==> src/design/tsneg_pkg.sv <==
// Shared types, constants and the lit_level helper function of the touch scan note event generator.
package tsneg_pkg;

  localparam int DEF_MODULES         = 4;
  localparam int DEF_SENSORS_PER_MOD = 8;

  localparam int REQ_W   = 2;
  localparam int MOD_W   = 2;
  localparam int BITS_W  = 8;
  localparam int ENTRY_W = 5;
  localparam int NOTE_W  = 7;
  localparam int KIND_W  = 2;
  localparam int OIDX_W  = 5;
  localparam int DRV_W   = 8;
  localparam int OCNT_W  = 6;
  localparam int PCT_W   = 7;
  localparam int HOLD_W  = 16;
  localparam int CFG_W   = 16;
  localparam int CIDX_W  = 2;

  localparam logic [REQ_W-1:0] REQ_REPORT = 2'd0;
  localparam logic [REQ_W-1:0] REQ_TICK   = 2'd1;
  localparam logic [REQ_W-1:0] REQ_LOAD   = 2'd2;

  localparam logic [CIDX_W-1:0] CFG_INTENSITY = 2'd0;
  localparam logic [CIDX_W-1:0] CFG_HOLD      = 2'd1;
  localparam logic [CIDX_W-1:0] CFG_ANODE     = 2'd2;

  localparam logic [KIND_W-1:0] EV_NOTE_ON  = 2'd0;
  localparam logic [KIND_W-1:0] EV_NOTE_OFF = 2'd1;
  localparam logic [KIND_W-1:0] EV_STATUS   = 2'd2;

  typedef enum logic [1:0] {
    CMD_REPORT,
    CMD_TICK,
    CMD_LOAD,
    CMD_NONE
  } cmd_kind_t;

  typedef struct packed {
    cmd_kind_t           kind;
    logic [MOD_W-1:0]    module_index;
    logic [BITS_W-1:0]   sensor_bits;
    logic [ENTRY_W-1:0]  entry_index;
    logic [NOTE_W-1:0]   entry_note;
  } cmd_t;

  typedef struct packed {
    logic [DRV_W-1:0]  lit_level;
    logic [HOLD_W-1:0] hold_ms;
    logic              inv_drive;
  } cfg_t;

  typedef struct packed {
    logic [KIND_W-1:0] event_kind;
    logic [OIDX_W-1:0] sensor_index;
    logic [NOTE_W-1:0] note;
    logic [DRV_W-1:0]  red_drive;
    logic [DRV_W-1:0]  green_drive;
    logic [OCNT_W-1:0] active_count;
    logic              last;
  } res_t;

  // pct*255/100 with pct clamped to 100; the /100 is a reciprocal multiply (exact up to 25500)
  function automatic logic [DRV_W-1:0] lit_level(input logic [PCT_W-1:0] pct);
    logic [PCT_W-1:0] p;
    logic [14:0]      x;
    logic [27:0]      y;
    p = (pct > 7'd100) ? 7'd100 : pct;
    x = {p, 8'd0} - 15'(p);
    y = 28'(x) * 28'd5243;
    return y[26:19];
  endfunction

endpackage

==> src/design/tsneg_front.sv <==
// Front end: accepts input transfers, classifies them and queues commands for the back end.
module tsneg_front
  import tsneg_pkg::*;
#(
  parameter int MODULES         = DEF_MODULES,
  parameter int SENSORS_PER_MOD = DEF_SENSORS_PER_MOD
) (
  input  logic                clk,
  input  logic                rst_n,
  input  logic                in_valid,
  output logic                in_ready,
  input  logic [REQ_W-1:0]    req_type,
  input  logic [MOD_W-1:0]    module_index,
  input  logic [BITS_W-1:0]   sensor_bits,
  input  logic [ENTRY_W-1:0]  entry_index,
  input  logic [NOTE_W-1:0]   entry_note,
  output logic                q_valid,
  output cmd_t                q_cmd,
  input  logic                q_pop
);

  localparam int TOTAL = MODULES * SENSORS_PER_MOD;
  localparam logic [BITS_W-1:0] BIT_MASK = BITS_W'((1 << SENSORS_PER_MOD) - 1);

  cmd_t       cmd;
  cmd_t       q_r [2];
  logic       wr_ptr_r, wr_ptr_nxt;
  logic       rd_ptr_r, rd_ptr_nxt;
  logic [1:0] cnt_r, cnt_nxt;
  logic       push;

  always_comb begin
    cmd.module_index = module_index;
    cmd.sensor_bits  = sensor_bits & BIT_MASK;
    cmd.entry_index  = entry_index;
    cmd.entry_note   = entry_note;
    case (req_type)
      REQ_REPORT: cmd.kind = (32'(module_index) < MODULES) ? CMD_REPORT : CMD_NONE;
      REQ_TICK:   cmd.kind = CMD_TICK;
      REQ_LOAD:   cmd.kind = (32'(entry_index) < TOTAL) ? CMD_LOAD : CMD_NONE;
      default:    cmd.kind = CMD_NONE;
    endcase
  end

  assign in_ready = (cnt_r != 2'd2);
  assign push     = in_valid && in_ready;
  assign q_valid  = (cnt_r != 2'd0);
  assign q_cmd    = q_r[rd_ptr_r];

  always_comb begin
    wr_ptr_nxt = push ? ~wr_ptr_r : wr_ptr_r;
    rd_ptr_nxt = (q_pop && q_valid) ? ~rd_ptr_r : rd_ptr_r;
    cnt_nxt    = cnt_r + 2'(push) - 2'(q_pop && q_valid);
  end

  always_ff @(posedge clk) begin
    if (!rst_n) begin
      wr_ptr_r <= 1'b0;
      rd_ptr_r <= 1'b0;
      cnt_r    <= 2'd0;
    end else begin
      wr_ptr_r <= wr_ptr_nxt;
      rd_ptr_r <= rd_ptr_nxt;
      cnt_r    <= cnt_nxt;
    end
    if (push) begin
      q_r[wr_ptr_r] <= cmd;
    end
  end

endmodule

==> src/design/tsneg_back.sv <==
// Back end: sensor scan sequencer, note table, LED state and result register.
module tsneg_back
  import tsneg_pkg::*;
#(
  parameter int MODULES         = DEF_MODULES,
  parameter int SENSORS_PER_MOD = DEF_SENSORS_PER_MOD
) (
  input  logic clk,
  input  logic rst_n,
  input  cfg_t cfg,
  input  logic q_valid,
  input  cmd_t q_cmd,
  output logic q_pop,
  output logic out_valid,
  input  logic out_ready,
  output res_t out_res
);

  localparam int TOTAL = MODULES * SENSORS_PER_MOD;
  localparam int IDX_W = (TOTAL > 1) ? $clog2(TOTAL) : 1;
  localparam int CNT_W = $clog2(TOTAL + 1);
  localparam int S_W   = (SENSORS_PER_MOD > 1) ? $clog2(SENSORS_PER_MOD) : 1;

  typedef enum logic [1:0] {ST_IDLE, ST_SCAN, ST_STATUS} state_t;
  typedef enum logic [1:0] {COL_RED, COL_YELLOW, COL_GREEN} color_t;

  state_t            state_r, state_nxt;
  cmd_t              cmd_r, cmd_nxt;
  logic [S_W-1:0]    s_r, s_nxt;
  logic [TOTAL-1:0]  on_r, on_nxt;
  logic [CNT_W-1:0]  cnt_r, cnt_nxt;
  logic [HOLD_W-1:0] idle_r, idle_nxt;
  color_t            color_r, color_nxt;

  logic              p_valid_r, p_valid_nxt;
  logic [KIND_W-1:0] p_kind_r, p_kind_nxt;
  logic [OIDX_W-1:0] p_idx_r, p_idx_nxt;
  logic [DRV_W-1:0]  p_red_r, p_red_nxt;
  logic [DRV_W-1:0]  p_green_r, p_green_nxt;
  logic [OCNT_W-1:0] p_cnt_r, p_cnt_nxt;

  logic              out_valid_r, out_valid_nxt;
  res_t              out_r, out_nxt;

  logic [NOTE_W-1:0] mem [TOTAL];
  logic [NOTE_W-1:0] rd_note_r;
  logic              rd_en, wr_en;
  logic [IDX_W-1:0]  rd_addr, wr_addr;

  logic              out_load, p_free;
  logic [31:0]       idx32, ent32, cnt32;
  logic [IDX_W-1:0]  idx;
  logic              touched, changed;
  logic [CNT_W-1:0]  cnt_step;
  color_t            col_new;
  logic [HOLD_W-1:0] idle_new;

  function automatic logic [DRV_W-1:0] drive(input logic lit, input cfg_t c);
    logic [DRV_W-1:0] v;
    v = lit ? c.lit_level : '0;
    return c.inv_drive ? ~v : v;
  endfunction

  function automatic logic red_lit(input color_t c);
    return (c == COL_RED) || (c == COL_YELLOW);
  endfunction

  function automatic logic green_lit(input color_t c);
    return (c == COL_YELLOW) || (c == COL_GREEN);
  endfunction

  assign out_load = p_valid_r && (!out_valid_r || out_ready);
  assign p_free   = !p_valid_r || out_load;

  assign idx32   = 32'(cmd_r.module_index) * SENSORS_PER_MOD + 32'(s_r);
  assign idx     = idx32[IDX_W-1:0];
  assign ent32   = 32'(cmd_r.entry_index);
  assign touched = cmd_r.sensor_bits[s_r];
  assign changed = touched != on_r[idx];
  assign cnt_step = touched ? cnt_r + CNT_W'(1) : cnt_r - CNT_W'(1);

  always_comb begin
    col_new  = color_r;
    idle_new = idle_r;
    if (cnt_r != '0) begin
      col_new  = (cnt_r == CNT_W'(1)) ? COL_YELLOW : COL_GREEN;
      idle_new = '0;
    end else if (idle_r >= cfg.hold_ms) begin
      col_new  = COL_RED;
    end
  end

  always_comb begin
    state_nxt   = state_r;
    cmd_nxt     = cmd_r;
    s_nxt       = s_r;
    on_nxt      = on_r;
    cnt_nxt     = cnt_r;
    idle_nxt    = idle_r;
    color_nxt   = color_r;
    p_valid_nxt = out_load ? 1'b0 : p_valid_r;
    p_kind_nxt  = p_kind_r;
    p_idx_nxt   = p_idx_r;
    p_red_nxt   = p_red_r;
    p_green_nxt = p_green_r;
    p_cnt_nxt   = p_cnt_r;
    q_pop       = 1'b0;
    rd_en       = 1'b0;
    wr_en       = 1'b0;
    rd_addr     = idx;
    wr_addr     = ent32[IDX_W-1:0];
    cnt32       = 32'(cnt_step);

    case (state_r)
      ST_IDLE: begin
        if (q_valid) begin
          q_pop   = 1'b1;
          cmd_nxt = q_cmd;
          s_nxt   = '0;
          case (q_cmd.kind)
            CMD_REPORT: state_nxt = ST_SCAN;
            CMD_TICK: begin
              if (idle_r != '1) begin
                idle_nxt = idle_r + HOLD_W'(1);
              end
              state_nxt = ST_STATUS;
            end
            default: state_nxt = ST_STATUS;
          endcase
        end
      end
      ST_SCAN: begin
        if (!changed || p_free) begin
          if (changed) begin
            on_nxt[idx] = touched;
            cnt_nxt     = cnt_step;
            rd_en       = 1'b1;
            p_valid_nxt = 1'b1;
            p_kind_nxt  = touched ? EV_NOTE_ON : EV_NOTE_OFF;
            p_idx_nxt   = idx32[OIDX_W-1:0];
            p_red_nxt   = drive(red_lit(color_r), cfg);
            p_green_nxt = drive(green_lit(color_r), cfg);
            p_cnt_nxt   = cnt32[OCNT_W-1:0];
          end
          if (s_r == S_W'(SENSORS_PER_MOD - 1)) begin
            state_nxt = ST_STATUS;
          end else begin
            s_nxt = s_r + S_W'(1);
          end
        end
      end
      ST_STATUS: begin
        wr_en = (cmd_r.kind == CMD_LOAD);
        if (p_free) begin
          cnt32       = 32'(cnt_r);
          color_nxt   = col_new;
          idle_nxt    = idle_new;
          p_valid_nxt = 1'b1;
          p_kind_nxt  = EV_STATUS;
          p_idx_nxt   = '0;
          p_red_nxt   = drive(red_lit(col_new), cfg);
          p_green_nxt = drive(green_lit(col_new), cfg);
          p_cnt_nxt   = cnt32[OCNT_W-1:0];
          cmd_nxt.kind = CMD_NONE;
          state_nxt   = ST_IDLE;
        end
      end
      default: state_nxt = ST_IDLE;
    endcase

    out_valid_nxt = out_load ? 1'b1 : (out_ready ? 1'b0 : out_valid_r);
    out_nxt       = out_r;
    if (out_load) begin
      out_nxt.event_kind   = p_kind_r;
      out_nxt.sensor_index = p_idx_r;
      out_nxt.note         = (p_kind_r == EV_STATUS) ? '0 : rd_note_r;
      out_nxt.red_drive    = p_red_r;
      out_nxt.green_drive  = p_green_r;
      out_nxt.active_count = p_cnt_r;
      out_nxt.last         = (p_kind_r == EV_STATUS);
    end
  end

  always_ff @(posedge clk) begin
    if (wr_en) begin
      mem[wr_addr] <= cmd_r.entry_note;
    end
    if (rd_en) begin
      rd_note_r <= mem[rd_addr];
    end
  end

  always_ff @(posedge clk) begin
    if (!rst_n) begin
      state_r     <= ST_IDLE;
      cmd_r.kind  <= CMD_NONE;
      s_r         <= '0;
      on_r        <= '0;
      cnt_r       <= '0;
      idle_r      <= '0;
      color_r     <= COL_RED;
      p_valid_r   <= 1'b0;
      out_valid_r <= 1'b0;
    end else begin
      state_r     <= state_nxt;
      cmd_r.kind  <= cmd_nxt.kind;
      s_r         <= s_nxt;
      on_r        <= on_nxt;
      cnt_r       <= cnt_nxt;
      idle_r      <= idle_nxt;
      color_r     <= color_nxt;
      p_valid_r   <= p_valid_nxt;
      out_valid_r <= out_valid_nxt;
    end
    cmd_r.module_index <= cmd_nxt.module_index;
    cmd_r.sensor_bits  <= cmd_nxt.sensor_bits;
    cmd_r.entry_index  <= cmd_nxt.entry_index;
    cmd_r.entry_note   <= cmd_nxt.entry_note;
    p_kind_r           <= p_kind_nxt;
    p_idx_r            <= p_idx_nxt;
    p_red_r            <= p_red_nxt;
    p_green_r          <= p_green_nxt;
    p_cnt_r            <= p_cnt_nxt;
    out_r              <= out_nxt;
  end

  assign out_valid = out_valid_r;
  assign out_res   = out_r;

endmodule

==> src/design/touch_scan_note_event_generator_unit.sv <==
// Top level of the touch scan note event generator: ports, configuration registers, assertions.
//
//   channel  direction  handshake          payload
//   in_      slave      in_tvalid/tready   tuser req_type; tdata report/load fields
//   out_     master     out_tvalid/tready  tuser event_kind; tlast; tdata event fields
//   cfg_     write      cfg_we             cfg_index, cfg_wdata
//
// Back end: it fetches a report command, scans the sensors of the module one by one, then
// gives the status result; tick, load and ignored items go from the fetch to the status result.
// A changed sensor waits in the scan while the result register and its pending stage are full.
// The two-entry command queue keeps the input side open while the back end works.
// Reset is synchronous; sensor state, count, idle time and LED colour clear at once,
// the note table is not cleared and has no clearing pass.
module touch_scan_note_event_generator_unit
  import tsneg_pkg::*;
#(
  parameter int MODULES         = DEF_MODULES,
  parameter int SENSORS_PER_MOD = DEF_SENSORS_PER_MOD
) (
  input  logic              clk,
  input  logic              rst_n,
  input  logic              in_tvalid,
  output logic              in_tready,
  input  logic [23:0]       in_tdata,   // module_index, sensor_bits, entry_index, entry_note, pad
  input  logic [REQ_W-1:0]  in_tuser,   // req_type
  output logic              out_tvalid,
  input  logic              out_tready,
  // sensor_index, note, red_drive, green_drive, active_count, pad
  output logic [39:0]       out_tdata,
  output logic [KIND_W-1:0] out_tuser,  // event_kind
  output logic              out_tlast,
  input  logic              cfg_we,
  input  logic [CIDX_W-1:0] cfg_index,
  input  logic [CFG_W-1:0]  cfg_wdata
);

  logic [PCT_W-1:0]  intensity_r;
  logic [HOLD_W-1:0] hold_r;
  logic              anode_r;
  logic [DRV_W-1:0]  lit_r;
  cfg_t              cfg;
  logic              q_valid, q_pop;
  cmd_t              q_cmd;
  res_t              res;

  always_ff @(posedge clk) begin
    if (!rst_n) begin
      intensity_r <= PCT_W'(100);
      hold_r      <= HOLD_W'(1000);
      anode_r     <= 1'b0;
    end else if (cfg_we) begin
      case (cfg_index)
        CFG_INTENSITY: intensity_r <= cfg_wdata[PCT_W-1:0];
        CFG_HOLD:      hold_r      <= cfg_wdata[HOLD_W-1:0];
        CFG_ANODE:     anode_r     <= cfg_wdata[0];
        default:       ;
      endcase
    end
    lit_r <= lit_level(intensity_r);
  end

  assign cfg.lit_level = lit_r;
  assign cfg.hold_ms   = hold_r;
  assign cfg.inv_drive = anode_r;

  tsneg_front #(
    .MODULES         (MODULES),
    .SENSORS_PER_MOD (SENSORS_PER_MOD)
  ) u_front (
    .clk          (clk),
    .rst_n        (rst_n),
    .in_valid     (in_tvalid),
    .in_ready     (in_tready),
    .req_type     (in_tuser),
    .module_index (in_tdata[1:0]),
    .sensor_bits  (in_tdata[9:2]),
    .entry_index  (in_tdata[14:10]),
    .entry_note   (in_tdata[21:15]),
    .q_valid      (q_valid),
    .q_cmd        (q_cmd),
    .q_pop        (q_pop)
  );

  tsneg_back #(
    .MODULES         (MODULES),
    .SENSORS_PER_MOD (SENSORS_PER_MOD)
  ) u_back (
    .clk       (clk),
    .rst_n     (rst_n),
    .cfg       (cfg),
    .q_valid   (q_valid),
    .q_cmd     (q_cmd),
    .q_pop     (q_pop),
    .out_valid (out_tvalid),
    .out_ready (out_tready),
    .out_res   (res)
  );

  assign out_tdata = {6'd0, res.active_count, res.green_drive, res.red_drive,
                      res.note, res.sensor_index};
  assign out_tuser = res.event_kind;
  assign out_tlast = res.last;

  a_last_on_status: assert property (@(posedge clk) disable iff (!rst_n)
    out_tvalid |-> (out_tlast == (out_tuser == EV_STATUS)))
    else $error("tlast does not match status kind");

  a_status_zero: assert property (@(posedge clk) disable iff (!rst_n)
    (out_tvalid && out_tuser == EV_STATUS) |-> (out_tdata[11:0] == 12'd0))
    else $error("status transfer carries sensor index or note");

  a_count_range: assert property (@(posedge clk) disable iff (!rst_n)
    out_tvalid |-> (32'(out_tdata[33:28]) <= MODULES * SENSORS_PER_MOD))
    else $error("active count beyond sensor total");

  a_ready_after_reset: assert property (@(posedge clk) disable iff (!rst_n)
    $rose(rst_n) |-> in_tready)
    else $error("input not ready after reset");

endmodule

==> config.mk <==
export PLATFORM = sky130hd
export DESIGN_NAME = touch_scan_note_event_generator_unit
export DESIGN_NICKNAME = d
export VERILOG_FILES = /design/src/design/tsneg_pkg.sv /design/src/design/tsneg_front.sv /design/src/design/tsneg_back.sv /design/src/design/touch_scan_note_event_generator_unit.sv
export SDC_FILE = /design/constraint.sdc
export NUM_CORES = 1
export LEC_CHECK = 0
export BUFFER_PORTS_ARGS = -buffer_cell sky130_fd_sc_hd__buf_2
export CORE_AREA = 2 2 218 220
export DETAILED_ROUTE_END_ITERATION = 10
export DIE_AREA = 0 0 220 222
export PLACE_DENSITY = 0.77
export SLEW_MARGIN = 20
export SYNTH_ARGS = -nofsm -noshare
export SYNTH_HDL_FRONTEND = slang
export SYNTH_HIERARCHICAL = 1
export SYNTH_SLANG_ARGS = --single-unit
==> constraint.sdc <==
create_clock -name clk -period 8 [get_ports clk]
set_clock_uncertainty 0.2 [all_clocks]
set_input_delay 2 -clock clk [delete_from_list [all_inputs] [get_ports clk]]
set_output_delay 2 -clock clk [all_outputs]
set_load 0.03 [all_outputs]
==> flow_summary.json, run 1 <==
{
  "tns_ps": 0,
  "synth_seq_cells": 469,
  "internal-power_w": 0.00528,
  "path_clk_slew_ps": 60,
  "drt_pass1_iterations": 5,
  "dieWidth_um": 220,
  "pin_count": 94,
  "register_area_um2": 13100,
  "max_cap_viol_count": 0,
  "synthTopCellsByArea": "edfxtp_1, dfxtp_1, ha_1, mux4_2, fa_1",
  "clockPowerShare": 0.307,
  "setup_violations": 0,
  "worst_slew_margin_rel": 0.278,
  "num_vias": 13900,
  "startpoint_type": "flop",
  "fp-row-count": 79,
  "fin_cells": 2487,
  "cellPowerDensity_nw_per_um2": 295,
  "final_cell_mix": "edfxtp_1, inv_1, ha_1",
  "drive_above_1_share": 0.153,
  "postCtsResizedCells": 0,
  "htree_levels": 2,
  "wl_um": 46800,
  "netlist.area_leader.share": 0.479,
  "rsz0062_at_grt": "false",
  "post-place-cells": 2388,
  "net-switching-power_w": 0.00233,
  "wl_per_cell_um": 18.8,
  "routabilityCongestion": 0.898,
  "fmax_mhz": 140,
  "drv_slew": 0,
  "clk_latency_ps": 600,
  "ff2ff_path_depth": 26,
  "ys_seq_area_frac": 0.568,
  "synthCells": 1748,
  "nNetsFinal": 2083,
  "combinationalPowerShare": 0.259,
  "yosysUniqueCellTypes": 70,
  "tightest_slew_ps": 1080,
  "cts_inserted_buffers": 48,
  "utilization": 0.557,
  "hold_violations": 0,
  "yosysTopAreaCell": "edfxtp_1",
  "min-delay-start": "u_back/p_idx_r[0]$_SDFFCE_PP0P_",
  "drc": 0,
  "io_buffers": 85,
  "path_class": "reg2reg",
  "cp_max_fo": 14,
  "postCtsSetupBuffers": 0,
  "status": "finished clean",
  "cts_tree": "yes",
  "synth_edf_count": 367,
  "switching_share": 0.307,
  "grt_pass1_vias": 14000,
  "p_leak_nw": 9.58,
  "ant_nets": 0,
  "placedInstanceArea_um2": 24000,
  "area_growth_syn_to_layout_pct": 12.1,
  "syn_area_per_cell_um2": 13.2,
  "grt_start_max_net_pins": 57,
  "clockBufferDepth": 3,
  "hold_depth": 0,
  "cp.required_ps": 8250,
  "fillerInstances": 3605,
  "root_buffer": "clkbuf_16",
  "hold_buffers": 0,
  "drtIter0Drc": 1095,
  "finalCritPeriodShare": 0.891,
  "hpwlAfterDp_um": 31900,
  "fp.dieArea_um2": 48800,
  "netlist_area_um2": 23000,
  "finish.instance_area_um2": 25800,
  "grt_pass1_wl_um": 74900,
  "die_h_um": 222,
  "antenna_found_initial": 5,
  "rrSetupSlack_ps": 870,
  "whs_endpoint": "u_back/out_res[30]$_DFFE_PP_",
  "irDropWorstVdd_uv": 213,
  "multi_input_area_um2": 8950,
  "overflow": 0,
  "hp-class": "reg2reg",
  "synth_ff_type": "edfxtp_1",
  "reg2reg_to": "lit_r[5]$_DFF_P_",
  "core_area_um2": 46300,
  "rr_startpoint": "intensity_r[6]$_SDFFE_PN1P_",
  "power_frac_seq": 0.434,
  "yosys_warnings": 6,
  "track_usage": 0.196,
  "via_per_inst": 5.58,
  "clock_sinks": 469,
  "start_util": 0.497,
  "final_common_cell": "edfxtp_1",
  "synthArstFlopShare": 0,
  "cp-end-kind": "flop",
  "arrival_ps": 7380,
  "fin_crit_ps": 7130
}
power groups by stage:
stage	Clock [W]	Sequential, W	Combinational (W)
final	0.00234	0.00330	0.00197
after CTS	0.00237	0.00336	0.00190
after floorplan	0	0.00336	0.00136
after detailed placement	0	0.00340	0.00188
after global routing	0.00248	0.00333	0.00222
after global placement	0	0.00337	0.00181
worst max-delay path, stage by stage, from the launching register on:
cell     delay, ps
dfxtp_1        590
and2_1         240
nand2_1         80
nand2_1        150
ha_1           330
nand2_1        160
o21ai_0        340
xnor2_1        260
inv_1          140
fa_1           500
inv_1           40
ha_1           270
inv_1           50
fa_1           470
inv_1           50
fa_1           540
inv_1           60
fa_1           550
inv_1           50
ha_1           280
and4_1         210
nand4_1        140
a31oi_1        360
o21ai_0        230
a21o_1         230
and4_1         180
a311o_1        310
layout make-up:
type	count	area share
Inverter	191	0.0278
Clock inverter	32	0.0158
Sequential cell	469	0.507
Tap cell	607	0.0295
Timing Repair Buffer	102	0.0228
Multi-Input combinational cell	1023	0.347
Clock buffer	58	0.0493
Antenna cell	5	0.000485
state kept, by name (all words and copies together) (netlist names), 5 cells and up, named ones only:
| register | cells |
|---|---|
| u_back/mem | 224 |
| u_back/p_cnt_r | 6 |
| intensity_r | 7 |
| u_back/cnt_r | 6 |
| u_back/out_res | 37 |
| lit_r | 8 |
| u_back/p_red_r | 8 |
| u_back/on_r | 32 |
| hold_r | 16 |
| u_back/wr_addr | 5 |
| u_back/idle_r | 16 |
| u_back/cmd_r | 19 |
| u_back/p_idx_r | 5 |
| u_back/p_green_r | 8 |
| u_front/q_r | 48 |
| u_back/rd_note_r | 7 |
cell families after synthesis:
family / count (synthesis) / synth area share
multiplexers: 119 / 0.0899
flip-flops: 469 / 0.568
AND/OR/NAND/NOR: 392 / 0.0787
buffers and inverters: 261 / 0.0454
AO/OA/AOI/OAI: 253 / 0.0676
other: 1 / 0.000163
XOR/XNOR: 54 / 0.0206
adder cells (fa/ha/maj): 199 / 0.130
Yosys cell counts, types with 12 or more instances:
cell / n
edfxtp_1: 367
inv_1: 189
ha_1: 133
nor2_1: 123
nand2_1: 120
dfxtp_1: 102
o21ai_0: 89
a21oi_1: 69
mux4_2: 67
fa_1: 66
clkbuf_1: 41
nand3_1: 41
xnor2_1: 39
mux2_2: 29
mux2i_1: 22
and2_1: 19
nor2b_1: 15
nor3_1: 15
xor2_1: 15
a21o_1: 14
a21boi_0: 12
buf_2: 12
layer usage:
metal / vias up / GRT usage / wire (um) / share of wire
met3: 92 / 0.0335 / 3180 / 0.068
met4: 0 / 0.0647 / 1220 / 0.026
met2: 513 / 0.318 / 22400 / 0.48
met5: - / 0 / 0 / 0
met1: 6830 / 0.270 / 19900 / 0.43
li1: 6442 / - / - / -
worst max-delay path by stage:
stage / startpoint / to / depth (start not counted)
after floorplan: intensity_r[5]$_SDFFE_PN1P_ / lit_r[7]$_DFF_P_ / 27
after global placement: intensity_r[6]$_SDFFE_PN1P_ / lit_r[5]$_DFF_P_ / 26
after detailed placement: intensity_r[2]$_SDFFE_PN1P_ / lit_r[5]$_DFF_P_ / 25
after CTS: intensity_r[2]$_SDFFE_PN1P_ / lit_r[5]$_DFF_P_ / 25
after global routing: intensity_r[6]$_SDFFE_PN1P_ / lit_r[5]$_DFF_P_ / 24
final: intensity_r[6]$_SDFFE_PN1P_ / lit_r[5]$_DFF_P_ / 26
stage by stage:
stage                     setup WS, ps  total power (W)  hold slack, ps
final                              868          0.00761             197
after global routing               299          0.00804             211
after CTS                          807          0.00763             198
after detailed placement           884          0.00529             205
after global placement             994          0.00519             202
after floorplan                   1150          0.00472             200
(Power assumes the default switching activity.)
==> inputs of run 2 (changes only) <==
- ABC_AREA: not set -> 1
- CORE_AREA: 2 2 218 220 -> 2 2 225 227
- DIE_AREA: 0 0 220 222 -> 0 0 227 229
==> flow_summary.json, run 2 <==
{
  "status": "finished clean",
  "place_ws_ps": 1410,
  "core_area_um2": 49700,
  "finalCritPeriodShare": 0.825,
  "grt_pass1_vias": 16800,
  "synthArstFlopShare": 0,
  "rsz0062_at_grt": "false",
  "fp-row-count": 82,
  "fin_cells": 3181,
  "ys_seq_area_frac": 0.533,
  "clockPowerShare": 0.219,
  "cellPowerDensity_nw_per_um2": 382,
  "yosys.area_share.adder": 0.122,
  "nNetsFinal": 2719,
  "clk_latency_ps": 590,
  "fmax_mhz": 152,
  "power_frac_seq": 0.329,
  "irDropWorstVdd_uv": 238,
  "cp.required_ps": 8280,
  "path_clk_slew_ps": 60,
  "startpoint_type": "flop",
  "wl_um": 53700,
  "setup_violations": 0,
  "routabilityCongestion": 0.892,
  "area_growth_syn_to_layout_pct": 10.7,
  "wl_per_cell_um": 16.9,
  "cp_max_fo": 9,
  "drc": 0,
  "slowest_delay_ps": 690,
  "synthCells": 2404,
  "postCtsResizedCells": 0,
  "post-place-cells": 3089,
  "p_leak_nw": 10.9,
  "die_h_um": 229,
  "clock_sinks": 469,
  "num_vias": 17000,
  "yosysUniqueCellTypes": 54,
  "tns_ps": 0,
  "net-switching-power_w": 0.00430,
  "utilization": 0.546,
  "dieWidth_um": 227,
  "max_cap_viol_count": 0,
  "drtIter0Drc": 1626,
  "root_buffer": "clkbuf_16",
  "cts_inserted_buffers": 47,
  "synth_ff_type": "edfxtp_1",
  "rrSetupSlack_ps": 1400,
  "synth_xor_xnor_area_share": 0.0132,
  "ant_nets": 0,
  "track_usage": 0.208,
  "finalWorstSetupSlack_ps": 1400,
  "hold_buffers": 0,
  "synth_edf_count": 367,
  "arrival_ps": 6880,
  "worst_slew_margin_rel": 0.231,
  "synth_seq_cells": 469,
  "hpwlAfterDp_um": 36200,
  "netlist.area_leader.share": 0.450,
  "internal-power_w": 0.00605,
  "largest_register_ffs": 224,
  "drv_slew": 0,
  "start_util": 0.493,
  "overflow": 0,
  "hp-class": "reg2reg",
  "grt_pass1_wl_um": 85700,
  "yosys-top-cells-count": "edfxtp_1, inv_1, nand2_1",
  "synth_most_common_cell": "edfxtp_1",
  "drt_pass1_iterations": 5,
  "yosysTopAreaCell": "edfxtp_1",
  "synth_top_family_by_area": "simple AND/OR/NAND/NOR gates",
  "pin_count": 94,
  "largest-register": "u_back/mem",
  "netlist_area_um2": 24500,
  "fin_crit_ps": 6600,
  "switching_share": 0.416,
  "tightest_slew_ps": 1150,
  "yosys_warnings": 6,
  "cp-end-kind": "flop",
  "postCtsSetupBuffers": 0,
  "synth-compound-area-share": 0.0867,
  "path_class": "reg2reg",
  "synth-simple-area-share": 0.156,
  "via_per_inst": 5.36,
  "cts_tree": "yes",
  "hold_violations": 0,
  "fp.dieArea_um2": 52000,
  "syn_area_per_cell_um2": 10.2,
  "io_buffers": 85,
  "cp_common_cell": "nand2_1",
  "grt_start_max_net_pins": 80,
  "clockBufferDepth": 3,
  "final_cell_mix": "edfxtp_1, inv_1, nand2_1",
  "final_common_cell": "edfxtp_1",
  "antenna_found_initial": 2,
  "power_w": 0.0104,
  "synthMuxAreaShare": 0.0145,
  "htree_levels": 2,
  "slowest_stage": "xnor2_1",
  "combinationalPowerShare": 0.452,
  "drive_above_1_share": 0.115,
  "synthTopCellsByArea": "edfxtp_1, dfxtp_1, ha_1, fa_1, inv_1"
}
run 2: cell count changes after synthesis, sizes merged, moves of 18 or more:
cell   before  now
nor2      123  327
nand3      41  117
o21ai      91  177
inv       189  349
a21oi      70   96
and2       19    1
mux2i      22    1
nand4       3   48
o22ai       3   56
xnor2      39    9
mux4       67    0
nand2     120  345
run 2: worst max-delay path, delay by kind of cell (launching register included):
| kind | cells | cell delay (ps) |
|---|---|---|
| compound gates | 3 | 690 |
| xor+xnor | 1 | 690 |
| fa+ha+maj | 7 | 2980 |
| buf+inv | 6 | 460 |
| flops | 1 | 360 |
| simple gates | 11 | 1090 |
run 2: logic make-up (layout without fill, tap and decap cells):
logic type / Yosys count / count (layout)
simple gates: 868 / 868
flops: 469 / 469
buf+inv: 441 / 540
compound gates: 364 / 364
fa+ha+maj: 199 / 199
xor+xnor: 37 / 37
mux: 25 / 25
other cells: 1 / 7
run 2: through the flow:
stage,hold slack (ps),cell area (um^2)
floorplan,200,24500
global placement,203,25400
detailed placement,205,25400
CTS,216,27000
global route,223,27100
finish,213,27100
run 2: final timing paths:
check | from | endpoint | depth (start not counted)
worst max register to register | intensity_r[3]$_SDFFE_PN0P_ | lit_r[7]$_DFF_P_ | 28
worst max-delay path | intensity_r[3]$_SDFFE_PN0P_ | lit_r[7]$_DFF_P_ | 28
worst min-delay path | u_back/p_red_r[2]$_DFFE_PP_ | u_back/out_res[17]$_DFFE_PP_ | 0
worst min register to register | u_back/p_red_r[2]$_DFFE_PP_ | u_back/out_res[17]$_DFFE_PP_ | 0
run 2: final cells by class:
type | count | area, um^2
Clock buffer | 66 | 1320
Clock inverter | 20 | 290
Antenna cell | 1 | 2.50
Fill cell | 4224 | 22500
Sequential cell | 469 | 13100
Timing Repair Buffer | 103 | 611
Tap cell | 672 | 841
Inverter | 351 | 1330
Multi-Input combinational cell | 1499 | 9660
run 2: layer usage:
metal	GRT usage	routed length, um
met3	0.0314	3600
met1	0.282	22900
met2	0.343	26000
met4	0.0660	1250
met5	0	12
run 2: power by group through the flow:
stage / clock, W / sequential, W / combinational (W)
floorplan: 0 / 0.00350 / 0.00339
global placement: 0 / 0.00349 / 0.00441
detailed placement: 0 / 0.00351 / 0.00454
CTS: 0.00231 / 0.00346 / 0.00458
global route: 0.00240 / 0.00344 / 0.00531
finish: 0.00227 / 0.00340 / 0.00468
==> inputs of run 3 (changes only) <==
- ABC_AREA: 1 -> 0
- CORE_AREA: 2 2 225 227 -> 2 2 218 220
- DIE_AREA: 0 0 227 229 -> 0 0 220 222
- clock period: 8 -> 6.9 ns (I/O delays scaled with it)
==> flow_summary.json, run 3 (same netlist as run 1, synthesis figures left out) <==
{
  "num_vias": 14200,
  "start_util": 0.497,
  "ff2ff_path_depth": 25,
  "grt_pass1_vias": 14400,
  "cellPowerDensity_nw_per_um2": 337,
  "fin_crit_ps": 6580,
  "worst_slew_margin_rel": 0.283,
  "ant_nets": 0,
  "wl_met1_um": 19700,
  "path_clk_slew_ps": 60,
  "nNetsFinal": 2098,
  "max_cap_viol_count": 0,
  "drc": 0,
  "clk_latency_ps": 580,
  "fp.dieArea_um2": 48800,
  "setup_violations": 0,
  "power_w": 0.00867,
  "grt_start_max_net_pins": 48,
  "path_class": "reg2reg",
  "clockBufferDepth": 3,
  "tightest_slew_ps": 1070,
  "fmax_mhz": 152,
  "fin_cells": 2498,
  "tns_ps": 0,
  "cts_inserted_buffers": 47,
  "core_area_um2": 46300,
  "via_per_inst": 5.67,
  "cp.required_ps": 7210,
  "cp-end-kind": "flop",
  "io_buffers": 85,
  "drt_pass1_iterations": 5,
  "root_buffer": "clkbuf_16",
  "hp-class": "reg2reg",
  "largest_register_ffs": 224,
  "status": "finished clean",
  "worst_hold_slack_ps": 218,
  "pin_count": 94,
  "grt_pass1_wl_um": 76500,
  "p_leak_nw": 9.58,
  "met2_length_um": 23700,
  "rr_startpoint": "intensity_r[2]$_SDFFE_PN1P_",
  "die_h_um": 222,
  "reg2reg_to": "lit_r[7]$_DFF_P_",
  "arrival_ps": 6890,
  "fp-row-count": 79,
  "wl_per_cell_um": 19.4,
  "overflow": 0,
  "finalCritPeriodShare": 0.953,
  "routabilityCongestion": 0.912,
  "final_cell_mix": "edfxtp_1, inv_1, ha_1",
  "cts_tree": "yes",
  "cp-startpoint": "intensity_r[2]$_SDFFE_PN1P_",
  "htree_levels": 2,
  "final_common_cell": "edfxtp_1",
  "area_growth_syn_to_layout_pct": 11.9,
  "hold_violations": 0,
  "endpoint": "lit_r[7]$_DFF_P_",
  "wl_met3_um": 3560,
  "drv_slew": 0,
  "drive_above_1_share": 0.162,
  "post-place-cells": 2402,
  "rrSetupSlack_ps": 320,
  "clock_sinks": 469,
  "top_layer": "met4",
  "startpoint_type": "flop",
  "track_usage": 0.200,
  "antenna_found_initial": 4,
  "rsz0062_at_grt": "false",
  "dieWidth_um": 220,
  "wl_um": 48500,
  "cp_max_fo": 5,
  "finish.instance_area_um2": 25700,
  "hpwlAfterDp_um": 32500,
  "drtIter0Drc": 1230,
  "largest-register": "u_back/mem",
  "irDropWorstVdd_uv": 203,
  "placedInstanceArea_um2": 24100
}
[run 3: cell count changes in the layout (fill, tap and decap cells not counted), sizes merged, moves of 53 or more]
cell / before / now
o21ai: 177 / 91
nor2: 327 / 123
mux4: 0 / 67
o22ai: 56 / 3
nand3: 117 / 41
inv: 349 / 195
nand2: 345 / 120
[run 3: stage by stage]
stage,worst slack [ps],util
6_report,323,0.556
5_1_grt,18.4,0.556
4_1_cts,145,0.554
3_5_place_dp,156,0.521
3_3_place_gp,209,0.521
2_1_floorplan,48.9,-
[run 3: worst min path at each step]
| stage | from | endpoint | slack (ps) | cells past startpoint |
|---|---|---|---|---|
| 4_1_cts | u_back/p_green_r[7]$_DFFE_PP_ | u_back/out_res[14]$_DFFE_PP_ | 220 | 0 |
| 3_3_place_gp | u_back/p_green_r[4]$_DFFE_PP_ | u_back/out_res[11]$_DFFE_PP_ | 200 | 0 |
| 2_1_floorplan | u_back/p_green_r[3]$_DFFE_PP_ | u_back/out_res[10]$_DFFE_PP_ | 200 | 0 |
| 3_5_place_dp | u_back/p_green_r[7]$_DFFE_PP_ | u_back/out_res[14]$_DFFE_PP_ | 200 | 0 |
| 6_report | u_back/p_idx_r[1]$_SDFFCE_PP0P_ | u_back/out_res[31]$_DFFE_PP_ | 220 | 0 |
| 5_1_grt | u_back/p_green_r[6]$_DFFE_PP_ | u_back/out_res[13]$_DFFE_PP_ | 220 | 0 |
[run 3: power breakdown]
part / switching (W) / leakage (nW) / internal, W / total (W)
sequential: 0.000244 / 4.17 / 0.00361 / 0.00385
combinational: 0.00140 / 4.67 / 0.000904 / 0.00231
clock: 0.00107 / 0.739 / 0.00144 / 0.00251
total: 0.00272 / 9.58 / 0.00595 / 0.00867
[run 3: timing repair]
| action | CTS | global route |
|---|---|---|
| buffers inserted | 0 | 2 |
| endpoints found under the setup margin | 0 | 4 |
| gates resized for setup | 0 | 5 |
| hold buffers | 0 | 0 |
| hold endpoints to repair | 0 | 0 |
[run 3: area by class of cell]
class | instances | area, um^2
Antenna cell | 5 | 12.5
Clock buffer | 55 | 1240
Clock inverter | 30 | 273
Fill cell | 3640 | 20500
Inverter | 191 | 717
Multi-Input combinational cell | 1023 | 8950
Sequential cell | 469 | 13100
Tap cell | 607 | 759
Timing Repair Buffer | 118 | 716
[run 3: critical path, stage by stage (launching register included)]
cell	delay, ps
dfxtp_1	310
or3_4	400
nand2_1	110
nand2_1	100
ha_2	210
nand2_1	120
xor2_1	150
nor2_1	50
a31oi_1	200
buf_4	210
fa_1	430
ha_1	280
inv_1	40
fa_1	500
inv_1	70
fa_1	530
inv_1	60
fa_1	520
inv_1	40
ha_1	300
and4_1	230
a221o_1	370
or2_1	250
a311o_1	430
a221oi_2	260
xnor2_1	140
[run 3: layer usage]
layer  track usage  vias to the layer above
met4        0.0758                        0
met2         0.329                      573
li1              -                     6449
met3        0.0376                      116
met5             0                        -
met1         0.264                     7024
